**config.mk**
```make
export PLATFORM = sky130hd
export DESIGN_NAME = det_scan
export DESIGN_NICKNAME = d
export VERILOG_FILES = /design/src/rtl/det_pkg.sv /design/src/rtl/det_scan.sv
export SDC_FILE = /design/constraint.sdc
export NUM_CORES = 1
export LEC_CHECK = 0
export ABC_AREA = 1
export BUFFER_PORTS_ARGS = -buffer_cell sky130_fd_sc_hd__buf_2
export CAP_MARGIN = 10
export CORE_ASPECT_RATIO = 1.25
export CORE_MARGIN = 1.5
export CORE_UTILIZATION = 43
export CTS_CLUSTER_SIZE = 28
export DETAILED_ROUTE_END_ITERATION = 10
export PLACE_DENSITY = 0.83
export SLEW_MARGIN = 10
export SYNTH_ARGS = -nofsm -noshare
export SYNTH_HDL_FRONTEND = slang
export SYNTH_SLANG_ARGS = --single-unit
```
**constraint.sdc**
```tcl
create_clock -name clk -period 3.1 [get_ports clk]
set_clock_uncertainty 0.05 [all_clocks]
set_input_delay 0.155 -clock clk [delete_from_list [all_inputs] [get_ports clk]]
set_output_delay 0.155 -clock clk [all_outputs]
set_load 0.02 [all_outputs]
```
**src/rtl/det_pkg.sv**
```systemverilog
// ----------------------------------------------------------------------------
// det_pkg
// shared widths, command and status codes, scan control types
// ----------------------------------------------------------------------------
package det_pkg;

  localparam int NAME_W  = 56;
  localparam int INODE_W = 32;
  localparam int CMD_W   = 2;
  localparam int STS_W   = 3;
  localparam int IDX_OUT_W = 6;
  localparam int HW_OUT_W  = 7;

  localparam logic [INODE_W-1:0] INODE_NONE = '1;

  typedef enum logic [CMD_W-1:0] {
    CMD_SEARCH = 2'd0,
    CMD_CREATE = 2'd1,
    CMD_DELETE = 2'd2,
    CMD_RSV    = 2'd3
  } cmd_t;

  typedef enum logic [STS_W-1:0] {
    STS_OK         = 3'd0,
    STS_NOT_FOUND  = 3'd1,
    STS_DUPLICATE  = 3'd2,
    STS_FULL       = 3'd3,
    STS_EMPTY_NAME = 3'd4
  } status_t;

  // control from the sequencer to the scan tracker
  typedef struct packed {
    logic start;
    logic chk;
  } det_scan_ctl_t;

  // what the scan has found so far
  typedef struct packed {
    logic hit;
    logic free;
  } det_scan_flag_t;

endpackage

```
**src/rtl/det_scan.sv**
```systemverilog
// ----------------------------------------------------------------------------
// det_scan
// compares each slot word read back against the request key and keeps the
// first matching slot and the first free slot
// ----------------------------------------------------------------------------
module det_scan #(
  parameter int IDX_W = 6,
  parameter int KEY_W = 56
) (
  input  logic                          clk,
  input  logic                          rst_n,
  input  det_pkg::det_scan_ctl_t        ctl,
  input  logic [IDX_W-1:0]              chk_idx,
  input  logic [KEY_W-1:0]              rd_key,
  input  logic [det_pkg::INODE_W-1:0]   rd_inode,
  input  logic [KEY_W-1:0]              req_key,
  output det_pkg::det_scan_flag_t       flags,
  output logic [IDX_W-1:0]              hit_idx,
  output logic [det_pkg::INODE_W-1:0]   hit_inode,
  output logic [IDX_W-1:0]              free_idx
);
  import det_pkg::*;

  det_scan_flag_t     flags_r;
  logic [IDX_W-1:0]   hit_idx_r;
  logic [INODE_W-1:0] hit_inode_r;
  logic [IDX_W-1:0]   free_idx_r;
  logic               slot_used;
  logic               hit_now;
  logic               free_now;

  // a slot is in use when its first name byte is non-zero
  assign slot_used = (rd_key[7:0] != 8'h00);
  assign hit_now   = ctl.chk && slot_used && (rd_key == req_key);
  assign free_now  = ctl.chk && !slot_used;

  always_ff @(posedge clk) begin
    if (!rst_n || ctl.start) begin
      flags_r <= '0;
    end else begin
      if (hit_now)  flags_r.hit  <= 1'b1;
      if (free_now) flags_r.free <= 1'b1;
    end
  end

  // lowest index wins: capture only on the first one seen
  always_ff @(posedge clk) begin
    if (hit_now && !flags_r.hit) begin
      hit_idx_r   <= chk_idx;
      hit_inode_r <= rd_inode;
    end
    if (free_now && !flags_r.free) begin
      free_idx_r <= chk_idx;
    end
  end

  assign flags     = flags_r;
  assign hit_idx   = hit_idx_r;
  assign hit_inode = hit_inode_r;
  assign free_idx  = free_idx_r;

endmodule

```
==> impl_metrics.ini <==
[outcome]
status = finished, final reports clean

[placed_design]
gp_congestion = 0.972
placed_cell_area_um2 = 4130
port_buffers = 199
dp.final_hpwl_um = 8220

[timing]
setup_violations = 0
max_freq_mhz = 596
worst_slew_pin_slew_ps = 613
fin_setup_tns_ps = 0
rsz0062_at_grt = no
timing.final.crit_share_pct = 54.1
period_minus_slack_ps = 1680
drv_slew = 0
hold_viol_final = 0
relSlewSlack_pct = 59.0

[cts]
insertion_delay_ps = 290
cts_resized = 0
cts_root_buf = clkbuf_8
hold_buffers = 31
clkTransAtPathRegs_ps = 70
cts_made_buffers = 5
cts.sinks = 46
htreeDepth = 2
cts_tree = yes
clock_path_buffers = 2
postCtsSetupBuffers = 0

[critical_path]
crit_type = primary input to flop
cp-start-kind = primary input
cp.arrival_ps = 1560
timing.rr.start = flags[1]
cp_max_fo = 38
endpoint = hit_inode[5]
worstRegToRegCells = 2
end_kind = flop
cp.required_ps = 2990
cpPeakStageDelay_ps = 400
crit_start = rd_key[54]
crit_top_cell = nand2_1
path_cells = buf_2 > inv_1 > nand2_1 > nand2_1 > o21ai_0 > nor3_1 > nand3_1 > nor2_1 > nand2_1 > nor2_4 > buf_4
r2r_setup_slack_ps = 1820
reg2reg_to = hit_inode[5]
cpMaxStageDelayCell = buf_4

[logic_synthesis]
synthTopCellsByArea = edfxtp_1, nand2_1, inv_1
synth_area_um2 = 3010
ys_seq_elements = 46
yosysSeqAreaShare_pct = 45.2
syn-num-nets = 619
synth_warnings = 0
synthCells = 465
synth_cell_types = 19
yosysTopAreaCell = edfxtp_1
synthDominantCellAreaShare_pct = 43.9
syn_avg_cell_area_um2 = 6.48

[global_routing]
grt_pass1_wl_um = 15200
grt_max_degree = 39
met2_usage_pct = 53.0
overflow = 0
use_met1_pct = 25.7
antenna_found_initial = 0
global_route.usage.met3_pct = 4.98
grt_pass1_vias = 3563
top_usage_layer = met2
grt_usage_pct = 26.7

[floorplan]
die_x_um = 77.9
initial_core_util_pct = 45.0
io_pins = 200
core_area_um2 = 6690
fp-row-count = 33
fp.dieArea_um2 = 7520
die_y_um = 96.6

[min_path]
worstHoldPathCells = 1
hp-start = rd_inode[30]
min_path_type = primary input to flop

[layout]
nFillCells = 600
seq_area_um2 = 1360
area_delta_synth_final_pct = 50.9
multi_input_area_um2 = 1240
n_antenna_cell = 0
final_area_um2 = 4550
final_cell_mix = nand2_1, buf_2, inv_1
final_common_cell = nand2_1
nNetsFinal = 859
drive_gt1_share_pct = 30.3

[pwr]
cellPowerDensity_nw_per_um2 = 297
total_power_uw = 1350
peakVddDrop_uv = 232
p_leak_uw = 0.00271

[routing]
first_pass_iters = 6
wl_per_cell_um = 12.5
vias = 3614
drc_errors = 0
drt-total-wl_um = 9900
antenna_left = 0
viasPerCell = 4.56
initialDrtViolationCount = 142

[flow_run]
drv_cap = 0
[report_power, final]
group	switching, uW	internal, uW
sequential	0.0316	679
clock	181	159
combinational	172	158
total	353	996
[state kept, by name, summed over array words and instances, names as in the netlist]
name / cells
hit_inode: 32
free_idx: 6
hit_idx: 6
flags: 2
[metal layers]
metal / wire [um] / up-vias
met3: 849 / 35
met2: 5210 / 197
met4: 435 / 0
met5: 0 / -
li1: - / 1842
met1: 3400 / 1540
[cells in the mapped netlist]
cell        n
nand2_1   204
inv_1     107
nor2_1     72
edfxtp_1   44
nand3_1     6
o21ai_0     6
nand4_1     4
a21oi_1     3
inv_2       3
nor3_1      3
xnor2_1     3
dfxtp_1     2
xor2_1      2
a21oi_2     1
nand2_2     1
nand3b_1    1
nor2_2      1
nor3_2      1
o21ai_1     1
[layout make-up]
type	instances	area share, %
clock buffer	6	1.60
timing repair buffer	233	29.3
sequential	46	29.9
tap	87	2.39
multi-input combinational	309	27.4
clock inverter	2	0.303
inverter	110	9.08
[through the flow]
stage | cells | hold slack (ps) | setup slack, ps | util (%)
final | 793 | 1.72 | 1420 | 68.0
after floorplan | 465 | 204 | 896 | -
after global placement | 752 | 282 | 1120 | 61.7
after global routing | 793 | 1.36 | 1290 | 68.0
after detailed placement | 752 | 284 | 1110 | 61.7
after CTS | 791 | 0.227 | 1410 | 67.7
[kinds of logic after synthesis]
logic type / after synthesis / share of synthesized area (%)
AND/OR/NAND/NOR: 293 / 37.7
buffers and inverters: 110 / 13.7
flip-flops: 46 / 45.2
AO/OA/AOI/OAI: 11 / 1.95
XOR/XNOR: 5 / 1.45
[critical path: cells and delay by family]
kind / cells / cell delay, ps
simple gates: 7 / 760
compound gates: 1 / 80
buf+inv: 3 / 560
[worst min-delay path by stage]
| stage | to | slack [ps] |
|---|---|---|
| 6_report | hit_inode[30] | 2 |
| 5_1_grt | free_idx[5] | 1 |
| 4_1_cts | hit_inode[30] | 0.2 |
| 3_5_place_dp | hit_inode[9] | 280 |
| 3_3_place_gp | hit_inode[30] | 280 |
| 2_1_floorplan | free_idx[0] | 200 |
No activity file was read; power rests on OpenSTA's default activity.
